File: src/fpba_pkg.sv
// Shared types and constants of the fit-policy block allocator.
`timescale 1ns / 1ps
`default_nettype none
package fpba_pkg;

	localparam int unsigned NUM_BLOCKS_DEF = 16;
	localparam int unsigned QUEUE_DEPTH    = 2;

	localparam logic CMD_LOAD  = 1'b0;
	localparam logic CMD_ALLOC = 1'b1;

	localparam logic [1:0] ST_LOADED = 2'd0;
	localparam logic [1:0] ST_PLACED = 2'd1;
	localparam logic [1:0] ST_NOFIT  = 2'd2;

	typedef enum logic [1:0] {
		POL_FIRST = 2'd0,
		POL_BEST  = 2'd1,
		POL_WORST = 2'd2,
		POL_NEXT  = 2'd3
	} policy_t;

	typedef enum logic [1:0] {
		OP_LOAD      = 2'd0,
		OP_LOAD_DROP = 2'd1,
		OP_ALLOC     = 2'd2
	} op_kind_t;

	typedef struct packed {
		logic        command;
		logic [3:0]  block_index;
		logic [15:0] amount;
	} in_item_t;

	typedef struct packed {
		logic [1:0]  status;
		logic [3:0]  block_number;
		logic [15:0] remaining;
	} out_item_t;

	typedef struct packed {
		op_kind_t    kind;
		logic [3:0]  index;
		logic [15:0] amount;
		policy_t     policy;
	} op_t;

endpackage
`default_nettype wire

File: src/fpba_front.sv
// Front end: accepts requests, holds the policy register and classifies each request.
`timescale 1ns / 1ps
`default_nettype none
module fpba_front #(
	parameter int unsigned NUM_BLOCKS = fpba_pkg::NUM_BLOCKS_DEF
) (
	input  wire                clk,
	input  wire                arst_n,
	input  wire                item_valid,
	output logic               item_ready,
	input  fpba_pkg::in_item_t item,
	input  wire                cfg_valid,
	output logic               cfg_ready,
	input  wire [1:0]          cfg_data,
	output logic               push_valid,
	input  wire                push_ready,
	output fpba_pkg::op_t      push
);

	fpba_pkg::policy_t policy_q;
	logic              op_vld_s1;
	fpba_pkg::op_t     op_s1;
	fpba_pkg::op_kind_t kind;

	assign cfg_ready  = 1'b1;
	assign item_ready = !op_vld_s1 || push_ready;
	assign push_valid = op_vld_s1;
	assign push       = op_s1;

	always_comb begin
		if (item.command == fpba_pkg::CMD_ALLOC) begin
			kind = fpba_pkg::OP_ALLOC;
		end else if (32'(item.block_index) < NUM_BLOCKS) begin
			kind = fpba_pkg::OP_LOAD;
		end else begin
			kind = fpba_pkg::OP_LOAD_DROP;
		end
	end

	always_ff @(posedge clk or negedge arst_n) begin
		if (!arst_n) begin
			policy_q  <= fpba_pkg::POL_FIRST;
			op_vld_s1 <= 1'b0;
			op_s1     <= '0;
		end else begin
			if (cfg_valid) begin
				policy_q <= fpba_pkg::policy_t'(cfg_data);
			end
			if (item_valid && item_ready) begin
				op_vld_s1     <= 1'b1;
				op_s1.kind    <= kind;
				op_s1.index   <= item.block_index;
				op_s1.amount  <= item.amount;
				op_s1.policy  <= policy_q;
			end else if (push_ready) begin
				op_vld_s1 <= 1'b0;
			end
		end
	end

endmodule
`default_nettype wire

File: src/fpba_queue.sv
// Short queue of classified requests between front and back end.
`timescale 1ns / 1ps
`default_nettype none
module fpba_queue (
	input  wire           clk,
	input  wire           arst_n,
	input  wire           push_valid,
	output logic          push_ready,
	input  fpba_pkg::op_t push,
	output logic          pop_valid,
	input  wire           pop_ready,
	output fpba_pkg::op_t pop
);

	localparam int unsigned PW = $clog2(fpba_pkg::QUEUE_DEPTH);

	fpba_pkg::op_t entries_q [fpba_pkg::QUEUE_DEPTH];
	logic [PW:0]   wr_ptr_q;
	logic [PW:0]   rd_ptr_q;
	logic          full;
	logic          empty;

	assign empty      = wr_ptr_q == rd_ptr_q;
	assign full       = (wr_ptr_q[PW] != rd_ptr_q[PW]) &&
	                    (wr_ptr_q[PW-1:0] == rd_ptr_q[PW-1:0]);
	assign push_ready = !full;
	assign pop_valid  = !empty;
	assign pop        = entries_q[rd_ptr_q[PW-1:0]];

	always_ff @(posedge clk) begin
		if (push_valid && !full) begin
			entries_q[wr_ptr_q[PW-1:0]] <= push;
		end
	end

	always_ff @(posedge clk or negedge arst_n) begin
		if (!arst_n) begin
			wr_ptr_q <= '0;
			rd_ptr_q <= '0;
		end else begin
			if (push_valid && !full) begin
				wr_ptr_q <= wr_ptr_q + 1'b1;
			end
			if (pop_ready && !empty) begin
				rd_ptr_q <= rd_ptr_q + 1'b1;
			end
		end
	end

endmodule
`default_nettype wire

File: src/fpba_back.sv
// Back end: capacity memory, placement scan and result register.
`timescale 1ns / 1ps
`default_nettype none
module fpba_back #(
	parameter int unsigned NUM_BLOCKS = fpba_pkg::NUM_BLOCKS_DEF
) (
	input  wire                 clk,
	input  wire                 arst_n,
	input  wire                 op_valid,
	output logic                op_ready,
	input  fpba_pkg::op_t       op,
	output logic                result_valid,
	input  wire                 result_ready,
	output fpba_pkg::out_item_t result
);

	localparam int unsigned IW = $clog2(NUM_BLOCKS);
	localparam int unsigned CW = $clog2(NUM_BLOCKS + 1);

	typedef enum logic [1:0] {
		S_IDLE,
		S_SCAN,
		S_FINISH
	} state_t;

	state_t              state_q;
	logic [15:0]         amount_q;
	fpba_pkg::policy_t   policy_q;
	logic [IW-1:0]       addr_q;
	logic [CW-1:0]       cnt_q;
	logic                cmp_vld_s1;
	logic [IW-1:0]       cmp_idx_s1;
	logic                found_q;
	logic [IW-1:0]       pick_idx_q;
	logic [15:0]         pick_val_q;
	logic [IW-1:0]       next_ptr_q;
	logic                result_valid_q;
	fpba_pkg::out_item_t result_q;

	logic [15:0]         mem_q [NUM_BLOCKS];
	logic [15:0]         rd_data_s1;

	logic                slot_free;
	logic                issue;
	logic                scan_end;
	logic                fit;
	logic                take;
	logic                load_wr;
	logic                fin_wr;
	logic                wr_en;
	logic [IW-1:0]       wr_addr;
	logic [15:0]         wr_data;
	logic [IW-1:0]       addr_nxt;
	logic [15:0]         left;

	assign result_valid = result_valid_q;
	assign result       = result_q;

	assign slot_free = !result_valid_q || result_ready;
	assign issue     = (state_q == S_SCAN) && (cnt_q != CW'(NUM_BLOCKS));
	assign scan_end  = (state_q == S_SCAN) && !issue && !cmp_vld_s1;
	assign op_ready  = (state_q == S_IDLE) && ((op.kind == fpba_pkg::OP_ALLOC) || slot_free);
	assign load_wr   = (state_q == S_IDLE) && op_valid && (op.kind == fpba_pkg::OP_LOAD) &&
	                   slot_free;
	assign fin_wr    = (state_q == S_FINISH) && slot_free && found_q;
	assign left      = pick_val_q - amount_q;
	assign wr_en     = load_wr || fin_wr;
	assign wr_addr   = load_wr ? IW'(op.index) : pick_idx_q;
	assign wr_data   = load_wr ? op.amount : left;
	assign addr_nxt  = (addr_q == IW'(NUM_BLOCKS - 1)) ? '0 : addr_q + 1'b1;
	assign fit       = cmp_vld_s1 && (rd_data_s1 >= amount_q);

	always_comb begin
		unique case (policy_q)
			fpba_pkg::POL_FIRST,
			fpba_pkg::POL_NEXT:  take = fit && !found_q;
			fpba_pkg::POL_BEST:  take = fit && (!found_q || (rd_data_s1 < pick_val_q));
			fpba_pkg::POL_WORST: take = fit && (!found_q || (rd_data_s1 > pick_val_q));
		endcase
	end

	always_ff @(posedge clk) begin
		if (wr_en) begin
			mem_q[wr_addr] <= wr_data;
		end
		if (issue) begin
			rd_data_s1 <= mem_q[addr_q];
		end
	end

	always_ff @(posedge clk or negedge arst_n) begin
		if (!arst_n) begin
			state_q        <= S_IDLE;
			amount_q       <= '0;
			policy_q       <= fpba_pkg::POL_FIRST;
			addr_q         <= '0;
			cnt_q          <= '0;
			cmp_vld_s1     <= 1'b0;
			cmp_idx_s1     <= '0;
			found_q        <= 1'b0;
			pick_idx_q     <= '0;
			pick_val_q     <= '0;
			next_ptr_q     <= '0;
			result_valid_q <= 1'b0;
			result_q       <= '0;
		end else begin
			if (result_valid_q && result_ready) begin
				result_valid_q <= 1'b0;
			end
			cmp_vld_s1 <= issue;
			cmp_idx_s1 <= addr_q;
			unique case (state_q)
				S_IDLE: begin
					if (op_valid && op_ready) begin
						unique case (op.kind)
							fpba_pkg::OP_ALLOC: begin
								amount_q <= op.amount;
								policy_q <= op.policy;
								addr_q   <= (op.policy == fpba_pkg::POL_NEXT) ? next_ptr_q : '0;
								cnt_q    <= '0;
								found_q  <= 1'b0;
								state_q  <= S_SCAN;
							end
							fpba_pkg::OP_LOAD: begin
								next_ptr_q             <= '0;
								result_valid_q         <= 1'b1;
								result_q.status       <= fpba_pkg::ST_LOADED;
								result_q.block_number <= op.index;
								result_q.remaining    <= op.amount;
							end
							default: begin
								next_ptr_q             <= '0;
								result_valid_q         <= 1'b1;
								result_q.status       <= fpba_pkg::ST_LOADED;
								result_q.block_number <= op.index;
								result_q.remaining    <= '0;
							end
						endcase
					end
				end
				S_SCAN: begin
					if (issue) begin
						addr_q <= addr_nxt;
						cnt_q  <= cnt_q + 1'b1;
					end
					if (take) begin
						found_q    <= 1'b1;
						pick_idx_q <= cmp_idx_s1;
						pick_val_q <= rd_data_s1;
					end
					if (scan_end) begin
						state_q <= S_FINISH;
					end
				end
				S_FINISH: begin
					if (slot_free) begin
						result_valid_q <= 1'b1;
						if (found_q) begin
							result_q.status       <= fpba_pkg::ST_PLACED;
							result_q.block_number <= 4'(pick_idx_q);
							result_q.remaining    <= left;
							if (policy_q == fpba_pkg::POL_NEXT) begin
								next_ptr_q <= pick_idx_q;
							end
						end else begin
							result_q.status       <= fpba_pkg::ST_NOFIT;
							result_q.block_number <= '0;
							result_q.remaining    <= '0;
						end
						state_q <= S_IDLE;
					end
				end
				default: begin
					state_q <= S_IDLE;
				end
			endcase
		end
	end

endmodule
`default_nettype wire

File: src/fit_policy_block_allocator_unit.sv
// Top level of the fit-policy block allocator.
// Requests enter on item_valid/item_ready as an in_item_t: a load sets the
// capacity of one block and clears the next-fit pointer, an allocate places a
// request size by the policy written on cfg_valid/cfg_data (cfg_ready is high).
// Every request gives one result on result_valid/result_ready: status, block
// number and capacity left in that block.
// A load goes through the front register, the request queue and the result
// register; loads sustain one per cycle while results are taken.
// An allocate reads every block once through the single read port of the
// capacity memory, one block per cycle; the back end takes no new request
// until the allocate's result is written to the result register.
// A two-entry request queue between front and back end lets the front keep
// accepting while a scan runs or a result waits.
// If the receiver stalls, the result register holds its result and the back
// end waits; the queue and front register fill and then item_ready drops.
// Reset clears the policy to first fit, the next-fit pointer to zero and all
// handshake state; block capacities are undefined until loaded.
`timescale 1ns / 1ps
`default_nettype none
module fit_policy_block_allocator_unit #(
	parameter int unsigned NUM_BLOCKS = fpba_pkg::NUM_BLOCKS_DEF
) (
	input  wire                 clk,
	input  wire                 arst_n,
	input  wire                 item_valid,
	output logic                item_ready,
	input  fpba_pkg::in_item_t  item,
	output logic                result_valid,
	input  wire                 result_ready,
	output fpba_pkg::out_item_t result,
	input  wire                 cfg_valid,
	output logic                cfg_ready,
	input  wire [1:0]           cfg_data
);

	logic          push_valid;
	logic          push_ready;
	fpba_pkg::op_t push;
	logic          pop_valid;
	logic          pop_ready;
	fpba_pkg::op_t pop;

	fpba_front #(
		.NUM_BLOCKS(NUM_BLOCKS)
	) u_front (
		.clk        (clk),
		.arst_n     (arst_n),
		.item_valid (item_valid),
		.item_ready (item_ready),
		.item       (item),
		.cfg_valid  (cfg_valid),
		.cfg_ready  (cfg_ready),
		.cfg_data   (cfg_data),
		.push_valid (push_valid),
		.push_ready (push_ready),
		.push       (push)
	);

	fpba_queue u_queue (
		.clk        (clk),
		.arst_n     (arst_n),
		.push_valid (push_valid),
		.push_ready (push_ready),
		.push       (push),
		.pop_valid  (pop_valid),
		.pop_ready  (pop_ready),
		.pop        (pop)
	);

	fpba_back #(
		.NUM_BLOCKS(NUM_BLOCKS)
	) u_back (
		.clk          (clk),
		.arst_n       (arst_n),
		.op_valid     (pop_valid),
		.op_ready     (pop_ready),
		.op           (pop),
		.result_valid (result_valid),
		.result_ready (result_ready),
		.result       (result)
	);

endmodule
`default_nettype wire

File: config.mk
export PLATFORM = sky130hd
export DESIGN_NAME = fit_policy_block_allocator_unit
export DESIGN_NICKNAME = d
export VERILOG_FILES = /design/src/fpba_pkg.sv /design/src/fpba_front.sv /design/src/fpba_queue.sv /design/src/fpba_back.sv /design/src/fit_policy_block_allocator_unit.sv
export SDC_FILE = /design/constraint.sdc
export NUM_CORES = 1
export LEC_CHECK = 0
export ABC_AREA = 1
export BUFFER_PORTS_ARGS = -buffer_cell sky130_fd_sc_hd__buf_2
export CORE_UTILIZATION = 40
export DETAILED_ROUTE_END_ITERATION = 8
export MAX_ROUTING_LAYER = met4
export PLACE_DENSITY = 0.62
export SLEW_MARGIN = 20
export SYNTH_ARGS = -nofsm -noshare
export SYNTH_HDL_FRONTEND = slang
export SYNTH_SLANG_ARGS = --single-unit
File: constraint.sdc
create_clock -name clk -period 2.9 [get_ports clk]
set_input_delay 0.29 -clock clk [delete_from_list [all_inputs] [get_ports clk]]
set_output_delay 0.29 -clock clk [all_outputs]
set_load 0.01 [all_outputs]
==> impl_results.md, run 1 <==
* ANT nets after route at 0
* Clk_skew at 0.0365 ns
* Commonest non-fill, non-tap cell in the layout: nand2_1
* CTS tree: built
* Routed vias/inst at 5.40
* Total grt overflow at 0
* Pre-antenna DRT Iters at 7
* Worst setup margin at 0.185 ns
* Share of the synthesized area in the top cell type at 52.0%
* Slowest CP cell: dfrtp_1
* First-pass GRT wire length at 73,100 um
* Via count at 12.8k
* Pwr per Cell Area at roughly 1300 nW/um2
* WP data arrival at a little under 3 ns
* Clock Tree Root: clkbuf_16
* Fin. Hold Viols at 0
* Vias in the first global route at between 10k and 15k
* Post-synth EDFFs at 318
* Area of the core at 45,400 um2
* Max-cap viol count at 0
* Internal Power at about 16 mW
* Syn Area/Cell at 11.5 um2
* Period utilization at 93.6%
* Clk sinks at 430
* CTS Buf Count at 45
* CP Launch Type: flip-flop
* Gp weighted congestion at approximately 0.93
* IO buf count at approximately 50
* Hold Crit Class: primary input to flip-flop
* WP data required at 3.16 ns
* Post-synthesis sequential area ratio at 67.2%
* Largest net degree at the start of global routing at between 100 and 150
* Synth warn at 0
* CP Max Fanout at 17
* Register bit count reported by yosys at 430
* FMAX at 368 MHz
* Post-Syn Area at about 18,000 um2
* Die Area at 46,800 um2
* Leakage at between 8 and 9 nW
* Most frequent cells in the layout: nand2_1 (349), edfxtp_1 (318), o21ai_0 (138)
* Area leader, netlist: edfxtp_1
* Detailed Place HPWL at 31,300 um
* Combinational group share of total power at 41.5%
* Htree depth at 2
* HP Start: result_ready
* Max VDD drop at 1.07 mV
* Detailed Route Iter0 Violations at 1,321
* Syn Nets at about 1.7k
* DIE HEIGHT at 216 um
* CP Cell Sequence: nand2_1, nand2_4, nor3_4, nand3_4, buf_4, a21oi_1, nand2_1, nor2_2, buf_4
* Routed length per placed instance at 20.5 um
* Outcome: finished clean
* DR DRC count at 0
* Setup crit end kind: flip-flop
* Worst-path clk slew at 0.06 ns
* Total global-route track usage at 21.3%
* Clock tree buffer depth at 3
* Slew Limit Fails at 0
* Setup crit start: u_queue.rd_ptr_q[0]
* Dpl ws at 0.168 ns
* Inst Count DP at 2,257
* Nets at between 1.5k and 2k
* R2r startpoint: u_queue.rd_ptr_q[0]
* Clock Latency Late Sink at 0.60 ns
* Sequential share of power at approximately two fifths
* # IOs at 53
* Synth unique cells at 50
* P&R area growth vs syn at 17.2%
* Switching share of power at 40.6%
* Row Count at 78
* Area contributors post-synth: edfxtp_1 (52%), dfrtp_1 (15%), nand2_1 (7.2%)
* RSZ-0062 raised after global routing: no
* Initial antenna violation count at 1
* Clk pwr share at 20.0%
* Total Routed Length at 48,500 um
* Final number of setup-violating endpoints at 0
* Worst-Margin Slew at 0.775 ns
* Post-synth top flop: edfxtp_1
* Starting Density at 40.5%
* Critical path's largest stage delay at 0.49 ns
* Final non-filler cell total at 2,369
* Worst setup path class: flip-flop to flip-flop
* Post-synth ARST share at between 20% and 30%
* Post-synthesis cell count at 1,600
* Final worst path period need at roughly 2.7 ns
* Diode count at 0
* Setup_tns at 0 ns
* Die width at 216 um
* Switching Power at 11.3 mW
* Slew HR at 48.2%
* Share of cells above drive strength 1 at 14.9%
## power by group through the flow
stage	logic (mW)	registers [mW]	clock network [mW]
after CTS	11.1	10.7	5.63
after global placement	10.8	10.8	0
after floorplan	6.70	10.6	0
final	11.5	10.7	5.54
after global routing	12.7	10.8	5.86
after detailed placement	11.0	10.8	0
## cell type report
cell class                 instances  area (um2)
fill                            4005       23900
tap                              600         751
multi-input combinational       1003        5450
timing repair buffer             157        1190
clock buffer                      58        1180
clock inverter                    24         225
inverter                          97         373
sequential                       430       12400
## routing by layer
| layer | GRT usage [%] | vias up | routed length, um |
|---|---|---|---|
| met5 | - | - | 0 |
| met4 | 6.15 | 0 | 1030 |
| met3 | 3.33 | 76 | 3170 |
| met2 | 34.0 | 448 | 23400 |
| met1 | 28.3 | 6345 | 21000 |
| li1 | - | 5927 | - |
## worst max-delay path, delay by kind of cell (launching register included)
| family | cells | cell delay [ns] |
|---|---|---|
| compound gates | 1 | 0.33 |
| buf+inv | 2 | 0.56 |
| flops | 1 | 0.49 |
| simple gates | 6 | 0.98 |
## logic make-up (layout without fill, tap and decap cells)
logic type               count (synthesis)  after routing  share of synthesized area [%]
AO/OA/AOI/OAI                          297            297                           9.18
XOR/XNOR                                13             13                          0.660
adder cells (fa/ha/maj)                 53             53                           3.65
buffers and inverters                  167            336                           3.66
flip-flops                             430            430                           67.2
multiplexers                            27             27                           1.61
other                                    1              1                         0.0204
AND/OR/NAND/NOR                        612            612                           14.0
## flip-flops by register name, summed over array words and instances, names as in the netlist
signal / cells
u_back.mem_q: 256
u_queue.entries_q: 46
u_front.push: 23
u_back.result: 22
u_back.amount_q: 16
u_back.pick_val_q: 16
u_back.rd_data_s1: 16
u_back.cnt_q: 5
u_back.addr_q: 4
u_back.cmp_idx_s1: 4
u_back.next_ptr_q: 4
u_back.pick_idx_q: 4
u_back.policy_q: 2
u_back.state_q: 2
u_front.policy_q: 2
u_queue.rd_ptr_q: 2
u_queue.wr_ptr_q: 2
u_back.cmp_vld_s1: 1
u_back.found_q: 1
u_back.result_valid: 1
u_front.push_valid: 1
## worst paths after layout
| kind | endpoint | slack [ns] | cells past startpoint |
|---|---|---|---|
| setup / recovery | u_back.mem_q[9][14] | 0.18 | 9 |
| setup reg to reg | u_back.mem_q[9][14] | 0.18 | 9 |
| hold reg to reg | u_back.state_q[1] | 0.45 | 1 |
| hold / removal | u_back.state_q[1] | 0.09 | 4 |
| min in group asynchronous | u_front.policy_q[1] | 0.16 | 2 |
| max in group asynchronous | u_back.amount_q[12] | 2.02 | 3 |
## synth_stat cells, types with 2 or more instances
master / count
nand2_1: 352
edfxtp_1: 318
o21ai_0: 144
nor2_1: 129
dfrtp_1: 112
inv_1: 88
a21oi_1: 78
nand3_1: 71
ha_1: 52
clkbuf_1: 49
nand4_1: 38
mux2_2: 21
o22ai_1: 20
a221oi_1: 18
buf_2: 15
o221ai_1: 14
xor2_1: 10
mux2i_1: 6
nor3_1: 5
a31oi_1: 4
inv_2: 4
nand2_2: 4
nand3b_1: 4
a21boi_0: 3
a21o_1: 3
buf_1: 3
clkinv_1: 3
o21ai_2: 3
o31ai_1: 3
buf_6: 2
nand2_4: 2
o211ai_1: 2
o21bai_1: 2
xnor2_1: 2
## repair_timing
item                                    in CTS  in global routing
gates resized for setup                      0                 12
endpoints found under the setup margin       0                 55
endpoints found under the hold margin       49                  0
setup buffers                                0                  1
hold buffers                                28                  0
## through the flow
| stage | hold slack, ns | util (%) | power (mW) | instance area, um2 |
|---|---|---|---|---|
| 3_3_place_gp | 0.246 | 43.6 | 21.6 | 19800 |
| 2_1_floorplan | -0.00559 | - | 17.3 | 18400 |
| 5_1_grt | 0.0774 | 47.4 | 29.4 | 21500 |
| 3_5_place_dp | 0.248 | 43.6 | 21.8 | 19800 |
| 4_1_cts | 0.0591 | 47.3 | 27.4 | 21500 |
| 6_report | 0.0878 | 47.4 | 27.7 | 21500 |
Note: power is estimated with default switching activity, not from simulation.
==> inputs of run 2 (changes only) <==
- CTS_CLUSTER_SIZE: not set -> 30
- PLACE_DENSITY: 0.62 -> 0.6
- clock period: 2.9 -> 3.2 ns (I/O delays scaled with it)
==> run 2 against run 1 <==
Net effect: critical path depth grew 1; clock power shrank 8.8%; first-iteration DRC count shrank 14%; sequential share of layout area grew 0.19 points; hold slack gained 0.014 ns; setup slack gained 0.17 ns; power shrank 9.9%; final cell count is the same.
==> impl_results.md, run 2 (same netlist as run 1, synthesis figures left out) <==
* Final worst path period need at 2.84 ns (+0.126 ns)
* Total Routed Length at 47,500 um (-2.1%)
* Starting Density at 40.5% (unchanged)
* Fin. Hold Viols at 0 (unchanged)
* Die width at 216 um (unchanged)
* Share of cells above drive strength 1 at 14.5% (-0.40 points)
* Worst-Margin Slew at 0.842 ns (+0.0671 ns)
* Hold Crit Class: primary input to flip-flop
* Worst setup path class: flip-flop to flip-flop
* DR DRC count at 0 (unchanged)
* Period utilization at 88.8% (-4.9 points)
* Area of the core at 45,400 um2 (unchanged)
* Initial antenna violation count at 0 (-1)
* Routed length per placed instance at 20.1 um (-2.1%)
* FMAX at 352 MHz (-4.4%)
* Final number of setup-violating endpoints at 0 (unchanged)
* Via count at 12.7k (-0.74%)
* Clock Latency Late Sink at 0.58 ns (-0.02 ns)
* CTS tree: built
* First-pass GRT wire length at 73,300 um (+0.33%)
* Routed vias/inst at 5.36 (-0.74%)
* Top reg by flops: u_back.mem_q
* Nets at 1,813 (-0.11%)
* Die Area at 46,800 um2 (unchanged)
* Setup crit start: u_queue.rd_ptr_q[0]
* Row Count at 78 (unchanged)
* WP data arrival at 3.13 ns (+0.16 ns)
* Total global-route track usage at 21.3% (-0.090 points)
* Clk_skew at 0.0263 ns (-0.0102 ns)
* Slew Limit Fails at 0 (unchanged)
* Layout fillers at 4,097 (+2.3%)
* Max-cap viol count at 0 (unchanged)
* Slew HR at 43.9% (-4.4 points)
* Largest net degree at the start of global routing at 132 (unchanged)
* Max VDD drop at 0.588 mV (-45%)
* R2r startpoint: u_queue.rd_ptr_q[0]
* Max FFs per register at 256 (unchanged)
* Setup crit end kind: flip-flop
* Detailed Place HPWL at 31,900 um (+1.8%)
* CP Max Fanout at 23 (+6)
* Clock Tree Root: clkbuf_16
* HP Start: result_ready
* IO buf count at 51 (unchanged)
* Total grt overflow at 0 (unchanged)
* Final non-filler cell total at 2,369 (unchanged)
* Worst-path clk slew at 0.07 ns (about the same)
* WP data required at 3.49 ns (+0.33 ns)
* Dpl ws at 0.356 ns (+0.188 ns)
* Leakage at 8.50 nW (about the same)
* Pre-antenna DRT Iters at 7 (unchanged)
* DIE HEIGHT at 216 um (unchanged)
* Diode count at 0 (unchanged)
* Worst setup margin at 0.359 ns (+0.174 ns)
* P&R area growth vs syn at 16.8%
* CP Launch Type: flip-flop
* Outcome: finished clean
* Inst Count DP at 2,257 (unchanged)
* Clk sinks at 430 (unchanged)
* Pwr per Cell Area at 1160 nW/um2 (-9.6%)
* CTS Buf Count at 45 (unchanged)
* Detailed Route Iter0 Violations at 1,140 (-14%)
* Gp weighted congestion at 0.920 (-1.5%)
* RSZ-0062 raised after global routing: no
* Most frequent cells in the layout: nand2_1 (351), edfxtp_1 (318), o21ai_0 (139)
* # IOs at 53 (unchanged)
* Setup_tns at 0 ns (unchanged)
* Vias in the first global route at 12.4k (+2.1%)
* Commonest non-fill, non-tap cell in the layout: nand2_1
* ANT nets after route at 0 (unchanged)
* Clock tree buffer depth at 3 (unchanged)
* Htree depth at 2 (unchanged)
* Post-CTS Repair Setup Buffers at 0 (unchanged)
## run 2: cell type report
cell class	instances	area, um2	share of cell area [%]
Clock buffer	60	1240	5.80
Clock inverter	24	190	0.886
Inverter	97	373	1.74
Multi-Input combinational cell	1003	5400	25.2
Sequential cell	430	12400	57.6
Tap cell	600	751	3.50
Timing Repair Buffer	155	1150	5.34
## run 2: power by group
group / switching (mW) / internal, mW
sequential: 0.683 / 8.98
combinational: 7.34 / 2.93
clock: 2.15 / 2.90
## run 2: metal layers
layer	vias to the layer above	global-route usage (%)	share of wire [%]
li1	5931	-	-
met1	6245	27.9	43
met2	444	33.8	48
met3	81	3.85	6.3
met4	0	6.06	2.7
met5	-	-	0
## run 2: repair_timing
item / in CTS / in global routing
endpoints found under the hold margin: 82 / 0
resized for setup: 0 / 1
hold buffers: 28 / 0
endpoints found under the setup margin: 0 / 16
## run 2: path summary, 6_finish.rpt
| path | to | slack (ns) | depth (start not counted) |
|---|---|---|---|
| worst max-delay path | u_back.mem_q[5][0] | 0.36 | 10 |
| worst max register to register | u_back.mem_q[5][0] | 0.36 | 10 |
| worst min-delay path | u_back.state_q[1] | 0.10 | 4 |
| max in group asynchronous | u_front.push[7] | 1.94 | 3 |
| min in group asynchronous | u_back.amount_q[14] | 0.39 | 2 |
| worst min register to register | u_back.state_q[1] | 0.44 | 1 |
## run 2: stage by stage
stage	cell area, um2	power (mW)	hold slack, ns	util [%]
floorplan	18400	15.6	0.0244	-
global placement	19700	19.7	0.443	43.5
detailed placement	19700	19.9	0.442	43.5
CTS	21500	25.0	0.0805	47.3
global route	21500	26.5	0.163	47.3
finish	21500	25.0	0.102	47.3
## run 2: critical path, stage by stage, from the launching register on
cell and delay, ns:
dfrtp_1 0.47, nand2_1 0.15, nand2_4 0.09, nor3_4 0.17, nand3_4 0.12, clkinv_4 0.19
o21ai_0 0.11, o21ai_1 0.18, nand3_1 0.34, nor2_2 0.48, buf_4 0.24
==> inputs of run 3 (changes only) <==
- CORE_UTILIZATION: 40 -> 35
- PLACE_DENSITY: 0.6 -> 0.55
==> run 3 against run 2 <==
Net effect: power is 0.70% lower; combinational power is 4% lower; sequential power hardly changed; setup slack worse by 0.010 ns; critical endpoint is now u_back.mem_q[2][12]; final cell count is 3.0% higher; core utilization is 5.5 points lower; register-to-register slack hardly changed; highest routed layer unchanged; design area is 0.51% higher; largest cell class unchanged; critical path depth is 6 higher; clock skew hardly changed.
==> impl_results.md, run 3 (same netlist as run 1, synthesis figures left out) <==
* Diode count at 0 (unchanged)
* Clk_skew at 0.0264 ns (+0.0000640 ns)
* P&R area growth vs syn at 17.4%
* CP Max Fanout at 16 (-30%)
* Gp weighted congestion at 0.900 (-2.1%)
* Final worst path period need at 2.85 ns (+0.0101 ns)
* IO buf count at 51 (unchanged)
* Routed length per placed instance at 19.8 um (-1.1%)
* Vias in the first global route at 12.2k (-1.5%)
* Hold Path Stages at 4 (unchanged)
* WP data required at 3.45 ns (-0.04 ns)
* R2R depth at 16 (+6)
* Final non-filler cell total at 2,439 (+3.0%)
* Setup crit end kind: flip-flop
* Most frequent cells in the layout: nand2_1 (351), edfxtp_1 (318), o21ai_0 (138)
* Clock Latency Late Sink at 0.58 ns (about the same)
* Clk sinks at 430 (unchanged)
* Max FFs per register at 256 (unchanged)
* DIE HEIGHT at 231 um (+6.8%)
* WP data arrival at 3.10 ns (-0.03 ns)
* Worst setup path class: flip-flop to flip-flop
* Clock tree buffer depth at 3 (unchanged)
* Setup_tns at 0 ns (unchanged)
* Final number of setup-violating endpoints at 0 (unchanged)
* CTS Buf Count at 46 (+2.2%)
* Total global-route track usage at 18.9% (-2.3 points)
* Routed vias/inst at 5.13 (-4.3%)
* Leakage at 8.50 nW (about the same)
* FMAX at 351 MHz (-0.35%)
* Area of the core at 51,600 um2 (+14%)
* Inst Count DP at 2,331 (+3.3%)
* Share of cells above drive strength 1 at 14.2% (-0.26 points)
* CP Launch Type: flip-flop
* Die Area at 53,400 um2 (+14%)
* Max-cap viol count at 0 (unchanged)
* Nets at 1,808 (-0.28%)
* Period utilization at 89.1% (+0.31 points)
* ANT nets after route at 0 (unchanged)
* First-pass GRT wire length at 73,900 um (+0.77%)
* FF-to-FF End: u_back.mem_q[2][12]
* Largest net degree at the start of global routing at 132 (unchanged)
* Fin. Hold Viols at 0 (unchanged)
* Post-CTS Repair Setup Buffers at 0 (unchanged)
* Initial antenna violation count at 0 (unchanged)
* Total grt overflow at 0 (unchanged)
* Clock Tree Root: clkbuf_16
* Slew HR at 41.7% (-2.2 points)
* Pwr per Cell Area at 1150 nW/um2 (-1.2%)
* Outcome: finished clean
* RSZ-0062 raised after global routing: no
* DR DRC count at 0 (unchanged)
* Worst reg-to-reg setup slack at 0.35 ns (about the same)
* Hold Crit Class: primary input to flip-flop
* Top reg by flops: u_back.mem_q
* Total Routed Length at 48,400 um (+1.8%)
* Power, Total at 24.8 mW (-0.70%)
* Slew Limit Fails at 0 (unchanged)
* Row Count at 83 (+6.4%)
* Via count at 12.5k (-1.5%)
* Worst-Margin Slew at 0.874 ns (+0.0320 ns)
* R2r startpoint: u_back.pick_val_q[0]
* Htree depth at 2 (unchanged)
* Die width at 231 um (+6.8%)
* Max VDD drop at 0.616 mV (+4.6%)
* Detailed Route Iter0 Violations at 1,127 (-1.1%)
* Commonest non-fill, non-tap cell in the layout: nand2_1
* Layout fillers at 4,804 (+17%)
* HP Start: result_ready
* Hold endpoint: u_back.state_q[1]
* Starting Density at 35.6% (-4.9 points)
* Pre-antenna DRT Iters at 5 (-2)
* Worst-path clk slew at 0.06 ns (about the same)
* CTS tree: built
* Detailed Place HPWL at 31,700 um (-0.37%)
* # IOs at 53 (unchanged)
run 3: cell count changes in the layout (fill, tap and decap cells not counted):
cell | previous run | this run
bufinv_16 | 2 | 3
clkbuf_8 | 4 | 5
inv_6 | 0 | 1
clkbuf_16 | 46 | 49
o21ai_1 | 6 | 7
buf_4 | 74 | 68
clkinv_1 | 12 | 8
clkinvlp_4 | 2 | 1
clkinv_8 | 1 | 0
inv_16 | 1 | 0
clkinv_2 | 10 | 7
o21ai_0 | 139 | 138
run 3: power by group:
group / total (mW) / internal (mW) / switching (mW)
clock: 5.25 / 3.13 / 2.12
sequential: 9.63 / 8.98 / 0.654
combinational: 9.93 / 2.93 / 7.00
run 3: worst max-delay path by stage:
stage / startpoint / endpoint / slack, ns / cells past startpoint
CTS: u_back.pick_val_q[0] / u_back.mem_q[15][12] / 0.21 / 16
floorplan: u_back.pick_val_q[0] / u_back.mem_q[0][10] / 0.38 / 13
global route: u_back.pick_val_q[0] / u_back.mem_q[10][10] / 0.08 / 14
global placement: u_back.pick_val_q[0] / u_back.mem_q[9][12] / 0.26 / 16
detailed placement: u_back.pick_val_q[0] / u_back.mem_q[11][12] / 0.23 / 16
finish: u_back.pick_val_q[0] / u_back.mem_q[2][12] / 0.35 / 16
run 3: critical path, stage by stage, from the launching register on:
cell and delay [ns]:
dfrtp_1 0.40, inv_1 0.07, ha_1 0.14, inv_1 0.07
fa_1 0.44, nand2_1 0.09, inv_1 0.05, o21ai_0 0.17
nand2_1 0.11, nand2_1 0.07, nand2_1 0.12, a21oi_1 0.25
inv_1 0.08, nand2_1 0.08, nand3_1 0.08, nand3_1 0.11
nand2_2 0.19
run 3: metrics by stage:
step | cell area, um2 | setup slack (ns) | hold slack, ns | util [%]
after detailed placement | 19800 | 0.232 | 0.455 | 38.4
after global placement | 19800 | 0.263 | 0.448 | 38.4
after CTS | 21600 | 0.206 | 0.125 | 41.8
final | 21600 | 0.349 | 0.136 | 41.8
after floorplan | 18400 | 0.382 | 0.0244 | -
after global routing | 21600 | 0.0817 | 0.151 | 41.8
run 3: layer usage:
| layer | part of all wire, % | GRT usage [%] | up-vias |
|---|---|---|---|
| met1 | 46 | 25.9 | 6248 |
| met5 | 0 | - | - |
| met3 | 4.9 | 3.00 | 76 |
| li1 | - | - | 5911 |
| met2 | 47 | 29.3 | 278 |
| met4 | 2.2 | 4.88 | 0 |
run 3: area by class of cell:
class                      count  area (um2)  area share, %
sequential                   430       12400           57.3
multi-input combinational   1003        5400           25.0
clock buffer                  64        1330           6.18
timing repair buffer         149        1100           5.10
tap                          680         851           3.94
inverter                      97         373           1.73
clock inverter                16         155          0.719
run 3: what timing repair did:
| item | in CTS | in global routing |
|---|---|---|
| gates resized for setup | 0 | 1 |
| setup endpoints to repair | 0 | 16 |
| hold endpoints to repair | 79 | 0 |
| hold buffers | 28 | 0 |
